<file path="config.mk">
export PLATFORM = sky130hd
export DESIGN_NAME = mesh_xy_route_path_generator
export DESIGN_NICKNAME = d
export VERILOG_FILES = /design/src/design/mxyr_pkg.sv /design/src/design/mxyr_div.sv /design/src/design/mesh_xy_route_path_generator.sv
export SDC_FILE = /design/constraint.sdc
export NUM_CORES = 1
export LEC_CHECK = 0
export ABC_AREA = 1
export BUFFER_PORTS_ARGS = -buffer_cell sky130_fd_sc_hd__buf_2
export CAP_MARGIN = 0
export CORE_MARGIN = 4
export CORE_UTILIZATION = 52
export DETAILED_ROUTE_END_ITERATION = 7
export PLACE_DENSITY = 0.78
export REMOVE_ABC_BUFFERS = 1
export SLEW_MARGIN = 5
export SYNTH_ARGS = -nofsm -noshare
export SYNTH_HDL_FRONTEND = slang
export SYNTH_HIERARCHICAL = 1
export SYNTH_SLANG_ARGS = --single-unit
</file>
<file path="constraint.sdc">
create_clock -name clk -period 4.4 [get_ports clk]
set_input_delay 0.22 -clock clk [delete_from_list [all_inputs] [get_ports clk]]
set_output_delay 0.22 -clock clk [all_outputs]
set_load 0.02 [all_outputs]
</file>
<file path="src/design/mxyr_pkg.sv">
// shared widths and register addresses for the mesh xy route generator
package mxyr_pkg;

	localparam int NODE_W = 8;
	localparam int REG_W  = 5;
	localparam int ADDR_W = 3;

	localparam logic [ADDR_W-1:0] ADDR_MESH_WIDTH  = 3'd0;
	localparam logic [ADDR_W-1:0] ADDR_MESH_HEIGHT = 3'd4;

	localparam logic [REG_W-1:0] RESET_SIDE = 5'd8;

endpackage

</file>
<file path="src/design/mxyr_div.sv">
// iterative restoring divider, one quotient bit per cycle
module mxyr_div #(
	parameter int SW = 5
) (
	input  logic                        clk,
	input  logic                        arst_n,
	input  logic                        start,
	input  logic [mxyr_pkg::NODE_W-1:0] dividend,
	input  logic [SW-1:0]               divisor,
	output logic [mxyr_pkg::NODE_W-1:0] quotient,
	output logic [SW-1:0]               remainder,
	output logic                        done
);
	import mxyr_pkg::*;

	localparam int CNT_W = $clog2(NODE_W);

	logic [NODE_W-1:0] quo_q;
	logic [SW-1:0]     rem_q;
	logic [SW-1:0]     dvs_q;
	logic [CNT_W-1:0]  cnt_q;
	logic              busy_q;
	logic              done_q;

	logic [SW:0] trial;
	logic        fits;
	logic [SW:0] diff;

	// the single shared subtract and compare
	assign trial = {rem_q, quo_q[NODE_W-1]};
	assign fits  = trial >= {1'b0, dvs_q};
	assign diff  = trial - {1'b0, dvs_q};

	always_ff @(posedge clk or negedge arst_n) begin
		if (!arst_n) begin
			busy_q <= 1'b0;
			done_q <= 1'b0;
			cnt_q  <= '0;
		end else begin
			done_q <= 1'b0;
			if (busy_q) begin
				cnt_q <= cnt_q + 1'b1;
				if (cnt_q == CNT_W'(NODE_W - 1)) begin
					busy_q <= 1'b0;
					done_q <= 1'b1;
				end
			end else if (start) begin
				busy_q <= 1'b1;
				cnt_q  <= '0;
			end
		end
	end

	always_ff @(posedge clk) begin
		if (busy_q) begin
			quo_q <= {quo_q[NODE_W-2:0], fits};
			rem_q <= fits ? diff[SW-1:0] : trial[SW-1:0];
		end else if (start) begin
			quo_q <= dividend;
			rem_q <= '0;
			dvs_q <= divisor;
		end
	end

	assign quotient  = quo_q;
	assign remainder = rem_q;
	assign done      = done_q;

endmodule

</file>
<file path="src/design/mesh_xy_route_path_generator.sv">
// top level: xy dimension-order route generator with apb registers and stream ports
// sequence: accept, a range check state, then two divisions of 8 quotient bits each (source
// then destination, same divider), then a walk of one hop beat per cycle while the output
// is not stalled; a new item is accepted only in idle, after the last beat of the previous
// item has been loaded, and an out-of-mesh item yields one flagged beat
// reset: arst_n clears control and output valid, width and height return to 8
module mesh_xy_route_path_generator #(
	parameter int MAX_SIDE = 16
) (
	input  logic                        clk,
	input  logic                        arst_n,
	// apb configuration port
	input  logic                        psel,
	input  logic                        penable,
	input  logic                        pwrite,
	input  logic [mxyr_pkg::ADDR_W-1:0] paddr,
	input  logic [31:0]                 pwdata,
	output logic [31:0]                 prdata,
	output logic                        pready,
	// input stream
	input  logic                        s_tvalid,
	output logic                        s_tready,
	input  logic [15:0]                 s_tdata,  // source_node [7:0], dest_node [15:8]
	// output stream
	output logic                        m_tvalid,
	input  logic                        m_tready,
	output logic [7:0]                  m_tdata,  // hop_node [7:0]
	output logic                        m_tlast,
	output logic                        m_tuser   // bad_node [0]
);
	import mxyr_pkg::*;

	// clamped side width and coordinate width
	localparam int SW    = $clog2(MAX_SIDE + 1);
	localparam int CW    = (MAX_SIDE > 1) ? $clog2(MAX_SIDE) : 1;
	localparam int CMP_W = (2 * SW > NODE_W) ? 2 * SW : NODE_W;

	typedef enum logic [2:0] {
		ST_IDLE,
		ST_CHECK,
		ST_DIV_SRC,
		ST_DIV_DST,
		ST_WALK,
		ST_BAD
	} state_t;

	state_t state_q;

	// configuration registers keep the written bits, clamp is applied on use
	logic [REG_W-1:0] mesh_width_q;
	logic [REG_W-1:0] mesh_height_q;

	logic cfg_wr;
	assign cfg_wr = psel && penable && pwrite && pready;
	assign pready = 1'b1;

	always_ff @(posedge clk or negedge arst_n) begin
		if (!arst_n) begin
			mesh_width_q  <= RESET_SIDE;
			mesh_height_q <= RESET_SIDE;
		end else if (cfg_wr) begin
			if (paddr == ADDR_MESH_WIDTH) begin
				mesh_width_q <= pwdata[REG_W-1:0];
			end
			if (paddr == ADDR_MESH_HEIGHT) begin
				mesh_height_q <= pwdata[REG_W-1:0];
			end
		end
	end

	always_comb begin
		prdata = '0;
		case (paddr)
			ADDR_MESH_WIDTH:  prdata = 32'(mesh_width_q);
			ADDR_MESH_HEIGHT: prdata = 32'(mesh_height_q);
			default:          prdata = '0;
		endcase
	end

	// zero reads as one, anything above the largest side saturates
	logic [SW-1:0] side_w;
	logic [SW-1:0] side_h;

	always_comb begin
		if (mesh_width_q == '0) begin
			side_w = SW'(1);
		end else if (mesh_width_q > REG_W'(MAX_SIDE)) begin
			side_w = SW'(MAX_SIDE);
		end else begin
			side_w = SW'(mesh_width_q);
		end
		if (mesh_height_q == '0) begin
			side_h = SW'(1);
		end else if (mesh_height_q > REG_W'(MAX_SIDE)) begin
			side_h = SW'(MAX_SIDE);
		end else begin
			side_h = SW'(mesh_height_q);
		end
	end

	// node count of the mesh, a small multiply used only in the check state
	logic [2*SW-1:0] node_total;
	assign node_total = side_w * side_h;

	// captured item
	logic [NODE_W-1:0] src_q;
	logic [NODE_W-1:0] dst_q;

	// walk state
	logic [NODE_W-1:0] cur_node_q;
	logic [CW-1:0]     cur_x_q;
	logic [CW-1:0]     cur_y_q;
	logic [CW-1:0]     tgt_x_q;
	logic [CW-1:0]     tgt_y_q;

	// output beat register
	logic              m_tvalid_q;
	logic [NODE_W-1:0] m_tdata_q;
	logic              m_tlast_q;
	logic              m_tuser_q;

	// shared divider: source first, destination second
	logic              div_start;
	logic [NODE_W-1:0] div_dividend;
	logic [NODE_W-1:0] div_quo;
	logic [SW-1:0]     div_rem;
	logic              div_done;

	mxyr_div #(
		.SW (SW)
	) u_div (
		.clk       (clk),
		.arst_n    (arst_n),
		.start     (div_start),
		.dividend  (div_dividend),
		.divisor   (side_w),
		.quotient  (div_quo),
		.remainder (div_rem),
		.done      (div_done)
	);

	logic out_free;
	logic beat_load;
	logic in_mesh;
	logic at_target;

	assign out_free  = !m_tvalid_q || m_tready;
	// a new beat enters the output register this cycle
	assign beat_load = ((state_q == ST_WALK) || (state_q == ST_BAD)) && out_free;
	assign in_mesh   = (CMP_W'(src_q) < CMP_W'(node_total)) &&
	                   (CMP_W'(dst_q) < CMP_W'(node_total));
	assign at_target = (cur_x_q == tgt_x_q) && (cur_y_q == tgt_y_q);

	// kick the divider from the check state and again once the source is split
	assign div_start    = ((state_q == ST_CHECK) && in_mesh) ||
	                      ((state_q == ST_DIV_SRC) && div_done);
	assign div_dividend = (state_q == ST_CHECK) ? src_q : dst_q;

	assign s_tready = (state_q == ST_IDLE);

	// sequencer and output beat register
	always_ff @(posedge clk or negedge arst_n) begin
		if (!arst_n) begin
			state_q    <= ST_IDLE;
			m_tvalid_q <= 1'b0;
		end else begin
			if (beat_load) begin
				m_tvalid_q <= 1'b1;
			end else if (m_tready) begin
				m_tvalid_q <= 1'b0;
			end
			case (state_q)
				ST_IDLE: begin
					if (s_tvalid) begin
						state_q <= ST_CHECK;
					end
				end
				ST_CHECK: begin
					state_q <= in_mesh ? ST_DIV_SRC : ST_BAD;
				end
				ST_DIV_SRC: begin
					if (div_done) begin
						state_q <= ST_DIV_DST;
					end
				end
				ST_DIV_DST: begin
					if (div_done) begin
						state_q <= ST_WALK;
					end
				end
				ST_WALK: begin
					if (out_free && at_target) begin
						state_q <= ST_IDLE;
					end
				end
				ST_BAD: begin
					if (out_free) begin
						state_q <= ST_IDLE;
					end
				end
				default: begin
					state_q <= ST_IDLE;
				end
			endcase
		end
	end

	// payload registers
	always_ff @(posedge clk) begin
		if (s_tready && s_tvalid) begin
			src_q <= s_tdata[7:0];
			dst_q <= s_tdata[15:8];
		end

		if ((state_q == ST_DIV_SRC) && div_done) begin
			cur_node_q <= src_q;
			cur_x_q    <= CW'(div_rem);
			cur_y_q    <= CW'(div_quo);
		end

		if ((state_q == ST_DIV_DST) && div_done) begin
			tgt_x_q <= CW'(div_rem);
			tgt_y_q <= CW'(div_quo);
		end

		if ((state_q == ST_WALK) && out_free) begin
			m_tdata_q <= cur_node_q;
			m_tlast_q <= at_target;
			m_tuser_q <= 1'b0;
			// x first, then y
			if (cur_x_q != tgt_x_q) begin
				if (cur_x_q < tgt_x_q) begin
					cur_x_q    <= cur_x_q + 1'b1;
					cur_node_q <= cur_node_q + 1'b1;
				end else begin
					cur_x_q    <= cur_x_q - 1'b1;
					cur_node_q <= cur_node_q - 1'b1;
				end
			end else if (cur_y_q != tgt_y_q) begin
				if (cur_y_q < tgt_y_q) begin
					cur_y_q    <= cur_y_q + 1'b1;
					cur_node_q <= cur_node_q + NODE_W'(side_w);
				end else begin
					cur_y_q    <= cur_y_q - 1'b1;
					cur_node_q <= cur_node_q - NODE_W'(side_w);
				end
			end
		end

		// node outside the mesh: one flagged beat carrying the source
		if ((state_q == ST_BAD) && out_free) begin
			m_tdata_q <= src_q;
			m_tlast_q <= 1'b1;
			m_tuser_q <= 1'b1;
		end
	end

	assign m_tvalid = m_tvalid_q;
	assign m_tdata  = m_tdata_q;
	assign m_tlast  = m_tlast_q;
	assign m_tuser  = m_tuser_q;

endmodule
</file>
==> results of run 1 <==
## layout by cell type (no fill, tap or decap), types with 14 or more instances in the layout
cell type  instances
inv_1            100
nand3_1           29
nand2_1          163
a21oi_1           27
dfxtp_1           18
o21ai_0           41
buf_2             47
conb_1            28
ha_1              60
buf_4             41
dfrtp_1           17
edfxtp_1          50
nor2_1            55
fa_1              14
## worst reg2reg max path: cells and delay by family (launching register included)
kind,cells,cell delay [ps]
DFF,1,370
AOI/OAI and AO/OA,2,210
xor gates and xnor gates,1,150
adders and majority gates,5,2140
and+or+nand+nor,14,1130
buffers and inverters,6,640
## power by group
part           internal (W)  total [W]  leakage (nW)  switching [W]
Clock              0.000447   0.000799         0.144       0.000352
Sequential          0.00121    0.00146         0.848       0.000248
Combinational       0.00131    0.00307          2.62        0.00176
Total               0.00296    0.00533          3.61        0.00236
## cell families (layout without fill, tap and decap cells)
kind of cell    Yosys count  in the layout  synth area share
simple gates            286            286             0.198
buf+inv                 146            217             0.110
compound gates          109            109             0.104
flops                    87             87             0.379
xor+xnor                 25             25            0.0354
other cells               2             28           0.00122
fa+ha+maj                77             77             0.173
## worst paths after layout
| path | start | to | slack (ps) | depth (start not counted) |
|---|---|---|---|---|
| max | mesh_width_q[0] | u_div/quotient[5] | -470 | 28 |
| min | s_tdata[2] | src_q[2] | 40 | 1 |
| max reg2reg | mesh_width_q[0] | u_div/quotient[5] | -470 | 28 |
| min reg2reg | m_tuser | m_tuser | 460 | 2 |
| max in group asynchronous | arst_n | mesh_height_q[3] | 3710 | 2 |
| min in group asynchronous | arst_n | mesh_height_q[2] | 340 | 2 |
## per-layer routing
metal / global-route usage / share of wire
met1: 0.297 / 0.43
met2: 0.372 / 0.48
met3: 0.0458 / 0.059
met4: 0.0734 / 0.027
met5: 0 / 0
## state kept, by name (all words and copies together), names as in the netlist, 3 cells and up
register	flops
u_div/dvs_q	5
mesh_width_q	5
src_q	8
cur_y_q	4
u_div/remainder	5
tgt_x_q	4
state_q	3
m_tdata	8
tgt_y_q	4
mesh_height_q	5
u_div/quotient	8
cur_x_q	4
cur_node_q	8
u_div/cnt_q	3
dst_q	8
## cell type report
| cell class | instances | area share |
|---|---|---|
| clock buffer | 9 | 0.0311 |
| clock inverter | 7 | 0.0109 |
| inverter | 107 | 0.0554 |
| multi-input combinational | 525 | 0.468 |
| sequential | 87 | 0.323 |
| tap | 143 | 0.0247 |
| timing repair buffer | 94 | 0.0875 |
## per-stage QoR
step | TNS, ps | hold WS (ps) | setup WS [ps] | std cells
global placement | -9030 | 192 | -442 | 949
CTS | -7150 | 34.5 | -375 | 970
detailed placement | -11130 | 193 | -532 | 949
global route | -16420 | 34.0 | -744 | 972
finish | -9470 | 40.1 | -470 | 972
floorplan | -8540 | -75.6 | -488 | 719
## what timing repair did
item	CTS	global route
pin swaps	17	17
hold buffers	1	0
setup endpoints to repair	24	25
gates resized for setup	17	17
setup buffers	3	2
endpoints found under the hold margin	17	0
gates cloned	1	0
==> results list, run 1 <==
- # port buffers: 47
- Power per Cell Area: 735 nW/um2
- In this run the count of I/O pins placed on the die edge is 103.
- At the end of the flow, the number of nets in the layout was 959.
- Final core utilization: 0.629
- Fillers: 950
- In this design, the critical path's most frequently occurring cell is nand2_1.
- Final critical delay including setup and external delays: 4870 ps
- In this run the core area contains 39 standard-cell rows.
- Post-route fraction of the period consumed by the critical path: 1.11
* Register Area: 2340 um2
- YS warnings: 6
* Post-synth top area cell: edfxtp_1
* Cells after synthesis: 732
* Failing checks: setup timing
- Total power for the finished layout comes to 0.00533 W.
* Area enclosed by the die boundary: 13,700 um2
- Post-route standard cell area excluding fillers: 7250 um2
* Required arrival time at the worst endpoint: 4520 ps
- The clock drives 87 sinks.
* Minimum setup slack in the final design: -470 ps
- Critical path arrival: 4990 ps
- Overall overflow remaining after global route: 0
- Library cell with the highest instance count after synthesis: nand2_1
- In this design, the largest share of critical-path delay is due to adder cells.
- Number of design-rule violations left by the first detailed-router iteration: 471
- Of the cells placed in the final design, the portion with a size suffix greater than 1 is 0.199.
- In this run the cell area of the synthesized design comes to 6180 um2.
- Netlist cell types: 47
- Classification of the worst setup path: reg -> reg
- The commonest cells after synthesis are nand2_1 (170), inv_1 (104), ha_1 (63), nor2_1 (61), edfxtp_1 (50).
* Vias: 5,185
- Final setup fails: 25
- The number of buffers and inverters on the critical path is 6.
* Peak fanout along the critical path: 7
- STA classifies the critical path endpoint as a register.
- The final hold violation count was 0.
- Antenna diode count: 0
- Pin count of the biggest net entering global routing: 21
* Chip width: 117 um
* Global-route usage over all layers: 0.225
- After detailed routing, the average wire length per cell comes to 15.0 um.
- Path class of the lowest-slack min-delay path: in -> reg
- Total clock buffers created by CTS: 9
* First-pass GRT wire length: 23,700 um
* Post-Syn Area per Cell: 8.44 um2
- Core Footprint: 11,500 um2
- Via count of the first global-routing pass: 4,833
* Max-cap check violation count: 0
* Top cells by area, synth: edfxtp_1 (24%), ha_1 (13%), nand2_1 (10%), dfrtp_1 (6.9%), inv_1 (6.3%)
- Area growth syn-to-layout: 17.3%
- Largest buffer count on any clock path: 2
* Worst-path clk slew: 70 ps
- The share of the Yosys chip area taken by registers is 0.379.
- Half-perimeter wire length after placement: 10,600 um
- Of all flip-flops after synthesis, the portion carrying an async set or reset was 0.218.
- Setup repair after global routing missed its margin: true
* Routed via count divided by cell count: 5.33
- For this configuration, the core starts out at a cell density of 0.537.
* H-tree Lvls: 3
- Number of antenna violations at the first check in global routing: 0
* Synthesis-stage register bit count: 87
- Number of detailed-routing iterations run before antenna repair: 5
- TritonCTS built the clock tree.
- On the worst path, the slowest cell contributes a delay of 590 ps.
- Summed over all cells, the static leakage comes to 3.61 nW.
- After detailed placement, the total cell area comes to 6730 um2.
- Fmax: 205 MHz
- Outcome: complete, but fails checks
- Yosys mapped a number of flops with a built-in enable equal to 50.
* Root cell of the clock tree: clkbuf_16
- Combined area of the multi-input logic cells: 3390 um2
* Max-slew headroom: 0.421
- In this run the remaining antenna-violating nets after routing total 0.
- Worst vdd ir: 0.380 mV
* Transition time of the tightest slew-check pin: 866 ps
* Worst-case clock skew: 7.14 ps
- Dominant synthesized flop cell: edfxtp_1
- Vertical die dimension: 117 um
- The final max-slew violation count came to 0.
* Residual DRC count: 0
- Wirelength, routed: 14,600 um
- The share of synthesized area in the top cell type comes to 0.243.
* Clk Latency, worst-skew pair: 350 ps
* Startpoint Class: register
* Placer congestion estimate: 0.927
- Slowest cell on the critical path: fa_1
Note: power is estimated with default switching activity, not from simulation.
==> run 2, diff against run 1 <==
ABC_AREA = default   (was 1)
PLACE_DENSITY = 0.77   (was 0.78)
==> results list, run 2 <==
- Path class of the lowest-slack min-delay path: in -> reg
- Logic gate share of total power: 0.564 (-0.013)
- Share of power burned in registers: 0.285 (+0.012)
- The data arrival time of the critical path is 5270 ps (+280 ps).
- Post-DR wirelength/cell: 17.5 um (+16%)
- Initial core utilization: 0.539 (+0.00206)
- The number of rows created at floorplan is 39 (unchanged).
- The slew at the pin with the worst max-slew slack was 928 ps (+61.8 ps).
- The worst setup skew after layout was 7.50 ps (+0.357 ps).
* Top cells by area, synth: edfxtp_1 (24%), ha_1 (13%), dfrtp_1 (6.8%), mux2_2 (6.1%), dfxtp_1 (5.8%)
* Failing checks: setup timing
- The number of I/O pins is 103 (unchanged).
* Routed via count divided by cell count: 5.68 (+6.6%)
* Final critical delay including setup and external delays: 5200 ps (+326 ps)
* Antenna diode count: 0 (unchanged)
- In the layout the commonest cells are ha_1 (60), buf_4 (52), edfxtp_1 (50).
* Commonest cells in the synthesized netlist: ha_1 (63), edfxtp_1 (50), inv_1 (45), nor2_1 (45), nand2_1 (43)
* Number of antenna violations at the first check in global routing: 0 (unchanged)
- The tree is rooted in a clkbuf_16.
* Residual DRC count: 0 (unchanged)
- Area growth syn-to-layout: 19.1%
* Register Area: 2340 um2 (unchanged)
- The library cell used most frequently in the layout, excluding fill and tap cells, is ha_1.
- The clock transition at the registers of the reported paths was 70 ps (about the same).
- The number of distinct library cell variants in the gate-level netlist after synthesis came to 66 (+40%).
- The largest total area in the synthesized netlist belongs to edfxtp_1.
* Global-route usage over all layers: 0.217 (-0.00821)
- The worst setup path is launched from a register.
* Internal cell power: 0.00308 W (+4.0%)
- Synthesis-stage register bit count: 87 (unchanged)
* Final setup TNS: -17,440 ps (-7970 ps)
- Via count of the first global-routing pass: 4,898 (+1.3%)
* Vertical die dimension: 118 um (+0.58%)
- The proportion of synthesized chip area in sequential cells came to 0.374 (-0.00462).
* # port buffers: 47 (unchanged)
* Final slew viol count: 0 (unchanged)
- The count of vias placed by the detailed router came to 4,889 (-5.7%).
* Required arrival time at the worst endpoint: 4470 ps (-50 ps)
* First-pass GRT wire length: 24,200 um (+2.4%)
- The number of warnings reported in the yosys synthesis log is 6 (unchanged).
* Fillers: 891 (-6.2%)
- The maximum ir drop on the vdd rail was 0.281 mV (-26%).
* Clk Latency, worst-skew pair: 360 ps (about the same)
- The half-perimeter wire length after placement is 11,200 um (+5.3%).
- Among all flip-flop cells after synthesis, the most frequent one is edfxtp_1.
- Area enclosed by the die boundary: 13,800 um2 (+1.2%)
- The total setup violations reported at the end of the flow is 25 (unchanged).
- The fmax was 192 MHz (-6.3%).
* Share of synthesized registers carrying an async set or reset: 0.218 (unchanged)
- The average cell area after synthesis is 10.2 um2 (+20%).
- The total wirelength of the detailed-routed design came to 15,000 um (+2.9%).
- Placer congestion estimate: 0.894 (-3.5%)
* Number of design-rule violations left by the first detailed-router iteration: 298 (-37%)
- Power per Cell Area: 713 nW/um2 (-3.1%)
- Combined area of the multi-input logic cells: 3750 um2 (+11%)
- The reported leakage power was 3.41 nW (-5.5%).
* Switching Fraction: 0.420 (-0.0241)
- Pin count of the biggest net entering global routing: 23 (+9.5%)
- The number of clock sinks was 87 (unchanged).
* Classification of the worst setup path: reg -> reg
- The relative slew slack is 0.379 (-0.0418).
* Max-cap check violation count: 0 (unchanged)
* Setup repair after global routing missed its margin: true
* Worst slack at placement: -1060 ps (-526 ps)
* Hold violation total from the final report: 0 (unchanged)
* TritonCTS clock tree: built
- Post-synthesis cell area: 6250 um2 (+1.2%)
* Post-route fraction of the period consumed by the critical path: 1.18 (+0.0742)
- Cells after synthesis: 615 (-16%)
- The number of iterations in the first detailed-routing pass came to 5 (unchanged).
- The CTS buffer count came to 9 (unchanged).
- Minimum setup slack in the final design: -796 ps (-326 ps)
- The core area came to 11,600 um2 (+0.85%).
- Share of cells above drive strength 1: 0.278 (+0.0785)
* Overall overflow remaining after global route: 0 (unchanged)
* Count of nets after finishing: 847 (-12%)
* Number of enable flip-flop cells after synthesis: 50 (unchanged)
* H-tree Lvls: 3 (unchanged)
* Total power of the final layout: 0.00531 W (-0.34%)
- The run finished, with violations left.
- Final antenna-violating net count: 0 (unchanged)
* Switching component of the power: 0.00223 W (-5.8%)
- Chip width: 118 um (+0.58%)
- The clock network power share is 0.151 (about the same).
* Category of the worst setup path capture point: register
- The highest net fanout along the worst path is 7 (unchanged).
- Area share of the largest cell type after synthesis: 0.240 (-0.00297)
- Library cell with the highest instance count after synthesis: ha_1
* Largest buffer count on any clock path: 2 (unchanged)
run 2: cell types whose count changed in the layout (fill, tap and decap cells not counted), moves of 11 or more:
cell and delta:
buf_4 +11, o21ai_0 -22, mux2_2 +34, inv_1 -58, nand3_1 -26, nand2_1 -121, a21o_1 +13, nor2_1 -14
nor2b_1 +12
run 2: final timing paths:
kind	startpoint	depth (start not counted)	end	slack [ps]
setup / recovery	mesh_width_q[2]	19	u_div/remainder[2]	-800
hold / removal	s_tdata[14]	1	dst_q[6]	30
setup reg to reg	mesh_width_q[2]	19	u_div/remainder[2]	-800
hold reg to reg	m_tuser	2	m_tuser	480
max in group asynchronous	arst_n	2	mesh_height_q[3]	3700
min in group asynchronous	arst_n	2	m_tvalid	350
run 2: critical path, cell delays in order, from the launching register on:
cell	delay [ps]
dfrtp_1	380
buf_4	140
nand2b_4	60
or2_4	260
fa_1	560
fa_1	440
fa_1	510
inv_2	50
ha_4	230
a21oi_2	140
xor2_1	210
ha_1	290
and3_4	190
a221o_1	320
a211o_1	310
a2111oi_4	330
or3b_4	210
nor2_4	50
inv_4	130
buf_12	120
run 2: logic make-up after synthesis:
family                     after synthesis  synth area share
buffers and inverters                   90            0.0714
xor gates and xnor gates                26            0.0386
adders and majority gates               77             0.171
muxes                                   45            0.0790
AOI/OAI and AO/OA                      123             0.134
other                                    2           0.00120
and+or+nand+nor                        165             0.131
DFF                                     87             0.374
run 2: what timing repair did:
action	in CTS	in global routing
cloned	1	0
hold endpoints to repair	17	0
pin swaps	23	12
resized for setup	24	15
endpoints found under the setup margin	25	25
hold buffers	1	0
setup buffers	4	5
run 2: through the flow:
| stage | std cells | hold slack [ps] | area, um2 | util |
|---|---|---|---|---|
| floorplan | 598 | -75.6 | 6080 | - |
| global placement | 834 | 192 | 6860 | 0.591 |
| detailed placement | 834 | 205 | 6860 | 0.591 |
| CTS | 856 | 27.8 | 7340 | 0.632 |
| global route | 860 | 29.2 | 7450 | 0.641 |
| finish | 860 | 34.6 | 7450 | 0.641 |
run 2: layout make-up:
| class | instances | area share |
|---|---|---|
| clock buffer | 10 | 0.0321 |
| clock inverter | 6 | 0.00907 |
| inverter | 47 | 0.0240 |
| multi-input combinational | 464 | 0.504 |
| sequential | 87 | 0.314 |
| tap | 143 | 0.0240 |
| timing repair buffer | 103 | 0.0932 |
run 2: power by group through the flow:
| stage | sequential, W | combinational (W) | clock (W) |
|---|---|---|---|
| after floorplan | 0.00150 | 0.00191 | 0 |
| after global placement | 0.00150 | 0.00260 | 0 |
| after detailed placement | 0.00152 | 0.00272 | 0 |
| after CTS | 0.00151 | 0.00286 | 0.000806 |
| after global routing | 0.00155 | 0.00330 | 0.000842 |
| final | 0.00151 | 0.00299 | 0.000802 |
run 2: per-layer routing:
layer,GRT usage,vias to the layer above,share of wire
met5,0,-,0
met4,0.0894,0,0.026
met3,0.0404,35,0.062
met2,0.364,186,0.50
met1,0.276,2329,0.41
li1,-,2339,-
==> run 3, diff against run 2 <==
CORE_UTILIZATION = 55   (was 52)
PLACE_DENSITY = 0.78   (was 0.77)
clock period = 5.45 ns   (was 4.4 ns; I/O delays follow)
==> results list, run 3 (synthesis gave the netlist of run 2 again) <==
- The run finished with clean final reports.
- The total overflow reported by the global router was 0 (unchanged).
* Max-slew headroom: 0.362 (-0.0171)
* Peak fanout along the critical path: 6 (-1)
- The number of rows created at floorplan was 38 (-2.6%).
- Root cell of the clock tree: clkbuf_16
- First-pass GRT wire length: 23,000 um (-5.2%)
* Total clock buffers created by CTS: 9 (unchanged)
- The number of global-route vias before repair is 4,814 (-1.7%).
* Post-route fraction of the period consumed by the critical path: 0.969 (-0.212)
- Half-perimeter wire length after placement: 10,800 um (-3.1%)
- Post-DR wirelength/cell: 17.2 um (-1.4%)
- The final net count came to 825 (-2.6%).
- Switching Fraction: 0.412 (-0.00713)
- The total setup violations reported at the end of the flow was 0 (-100%).
- The share of power burned in combinational logic was 0.547 (-0.017).
- Pin count of the biggest net entering global routing: 23 (unchanged)
* Wirelength, routed: 14,400 um (-4.3%)
* Top Layer Used: met4
* Most frequent cells in the layout: ha_1 (61), edfxtp_1 (50), buf_2 (47)
- STA classifies the critical path endpoint as a register.
- Number of antenna violations at the first check in global routing: 0 (unchanged)
- The reported leakage power was 3.30 nW (-3.3%).
- The number of iterations in the first detailed-routing pass was 5 (unchanged).
* # port buffers: 47 (unchanged)
- The final hold violation count is 0 (unchanged).
- The number of cells traversed by the worst hold path was 1 (unchanged).
* Final critical delay including setup and external delays: 5280 ps (+86.3 ps)
- The number of clock sinks was 87 (unchanged).
* Antenna diode count: 0 (unchanged)
* Share of power burned in registers: 0.294 (+0.009)
* Residual DRC count: 0 (unchanged)
* TritonCTS clock tree: built
- The worst hold path terminates at dst_q[5].
- Most frequent standard cell in the layout excluding fill and tap cells: ha_1
- The data arrival time of the critical path was 5350 ps (+80 ps).
- Transition time of the tightest slew-check pin: 954 ps (+25.6 ps)
* R2R Path End: u_div/quotient[4]
* Classification of the worst setup path: reg -> reg
* Power per Cell Area: 577 nW/um2 (-19%)
- The via-per-instance ratio was 5.83 (+2.6%).
- Met3 routed wirelength: 1020 um (+9.7%)
- The detailed route wirelength on metal2 is 7150 um (-4.9%).
* Setup slack of the worst register-to-register path: 170 ps (+960 ps)
- Clk pwr share: 0.159 (+0.008)
- Final slew viol count: 0 (unchanged)
- Worst vdd ir: 0.260 mV (-7.5%)
- Core Footprint: 11,000 um2 (-5.4%)
* Number of design-rule violations left by the first detailed-router iteration: 337 (+13%)
* Path class of the lowest-slack min-delay path: in -> reg
- Worst reg2reg path depth: 19 (unchanged)
- Post-route standard cell area excluding fillers: 7190 um2 (-3.5%)
- The worst setup path is launched from a register.
* Share of cells above drive strength 1: 0.235 (-0.0430)
- Initial core utilization: 0.569 (+0.0309)
- The final cell utilization of the core is 0.655 (+0.0132).
- Internal cell power: 0.00244 W (-21%)
- Final antenna-violating net count: 0 (unchanged)
- Largest buffer count on any clock path: 2 (unchanged)
- The combined flip-flop and latch cell area is 2340 um2 (unchanged).
- Max-cap check violation count: 0 (unchanged)
* H-tree Lvls: 3 (unchanged)
- The met1 routed wirelength after detailed routing came to 5760 um (-6.7%).
- In this run the most critical hold path is launched from s_tdata[13].
- Fillers: 825 (-7.4%)
* Chip width: 115 um (-2.6%)
- Vias: 4,869 (-0.41%)
- Startpoint of the worst-slack reg-to-reg timing path: mesh_width_q[2]
* Boundary Pins: 103 (unchanged)
- The area enclosed by the die boundary came to 13,100 um2 (-5.1%).
* Worst-path clk slew: 60 ps (about the same)
* Area growth syn-to-layout: 15.0%
- The total global-route track usage was 0.219 (+0.00270).
- Switching component of the power: 0.00171 W (-23%)
* Placer congestion estimate: 0.893 (-0.16%)
- The area of combinational cells with multiple inputs was 3650 um2 (-2.7%).
* Vertical die dimension: 115 um (-2.6%)
* Required arrival time at the worst endpoint: 5510 ps (+1040 ps)
- Instance area at placement: 6710 um2 (-2.1%)
* Fmax: 189 MHz (-1.6%)
- Worst-case clock skew: 9.90 ps (+2.40 ps)
- Clk Latency, worst-skew pair: 340 ps (-20 ps)
[run 3: worst max-delay path by stage]
stage | start | to | slack, ps | cells past startpoint
floorplan | mesh_width_q[4] | u_div/quotient[0] | -80 | 17
global placement | mesh_width_q[2] | u_div/quotient[3] | -30 | 20
detailed placement | mesh_width_q[2] | u_div/quotient[3] | -60 | 20
CTS | mesh_width_q[3] | u_div/quotient[7] | 10 | 24
global route | mesh_width_q[2] | u_div/quotient[4] | -20 | 20
finish | mesh_width_q[2] | u_div/quotient[4] | 170 | 19
[run 3: metal layers]
layer,GRT usage,vias to the layer above
met5,0,-
met4,0.0903,0
met3,0.0412,37
met2,0.376,180
met1,0.271,2360
li1,-,2292
[run 3: timing repair]
item / 4_1_cts / 5_1_grt
pin swaps: 5 / 18
buffers inserted: 0 / 5
hold endpoints to repair: 17 / 0
resized for setup: 4 / 15
hold buffers: 1 / 0
setup endpoints to repair: 21 / 22
gates cloned: 0 / 1
[run 3: stage by stage]
stage | cells | total power (W) | setup WS, ps | TNS [ps] | hold WS, ps
after floorplan | 598 | 0.00275 | -81.4 | -1060 | -23.1
after CTS | 829 | 0.00407 | 14.9 | 0 | 92.3
after detailed placement | 812 | 0.00336 | -59.0 | -787 | 243
final | 835 | 0.00415 | 168 | 0 | 102
after global routing | 835 | 0.00448 | -24.5 | -214 | 94.8
after global placement | 812 | 0.00324 | -30.6 | -390 | 234
[run 3: final cells by class]
class / instances / share of cell area
Sequential cell: 87 / 0.325
Multi-Input combinational cell: 464 / 0.508
Timing Repair Buffer: 81 / 0.0733
Clock buffer: 9 / 0.0313
Tap cell: 140 / 0.0244
Clock inverter: 7 / 0.0134
Inverter: 47 / 0.0245
[run 3: worst max-delay path, cell delays in order, from the launching register on]
cell and delay, ps:
dfrtp_1 400, buf_4 130, nand2b_1 70, or2_4 260, fa_1 550, fa_1 430, fa_1 490, inv_1 60
ha_4 230, a21oi_2 140, xor2_1 220, ha_1 280, and3_4 190, a221o_1 280, a211o_1 330, a2111oi_4 380
or3b_4 190, nor2_2 50, inv_2 140, clkbuf_16 160
[run 3: power by group through the flow]
stage,combinational [W],clock [W],sequential [W]
floorplan,0.00154,0,0.00121
global placement,0.00203,0,0.00121
detailed placement,0.00214,0,0.00123
global route,0.00252,0.000702,0.00125
finish,0.00227,0.000660,0.00122
CTS,0.00218,0.000668,0.00122
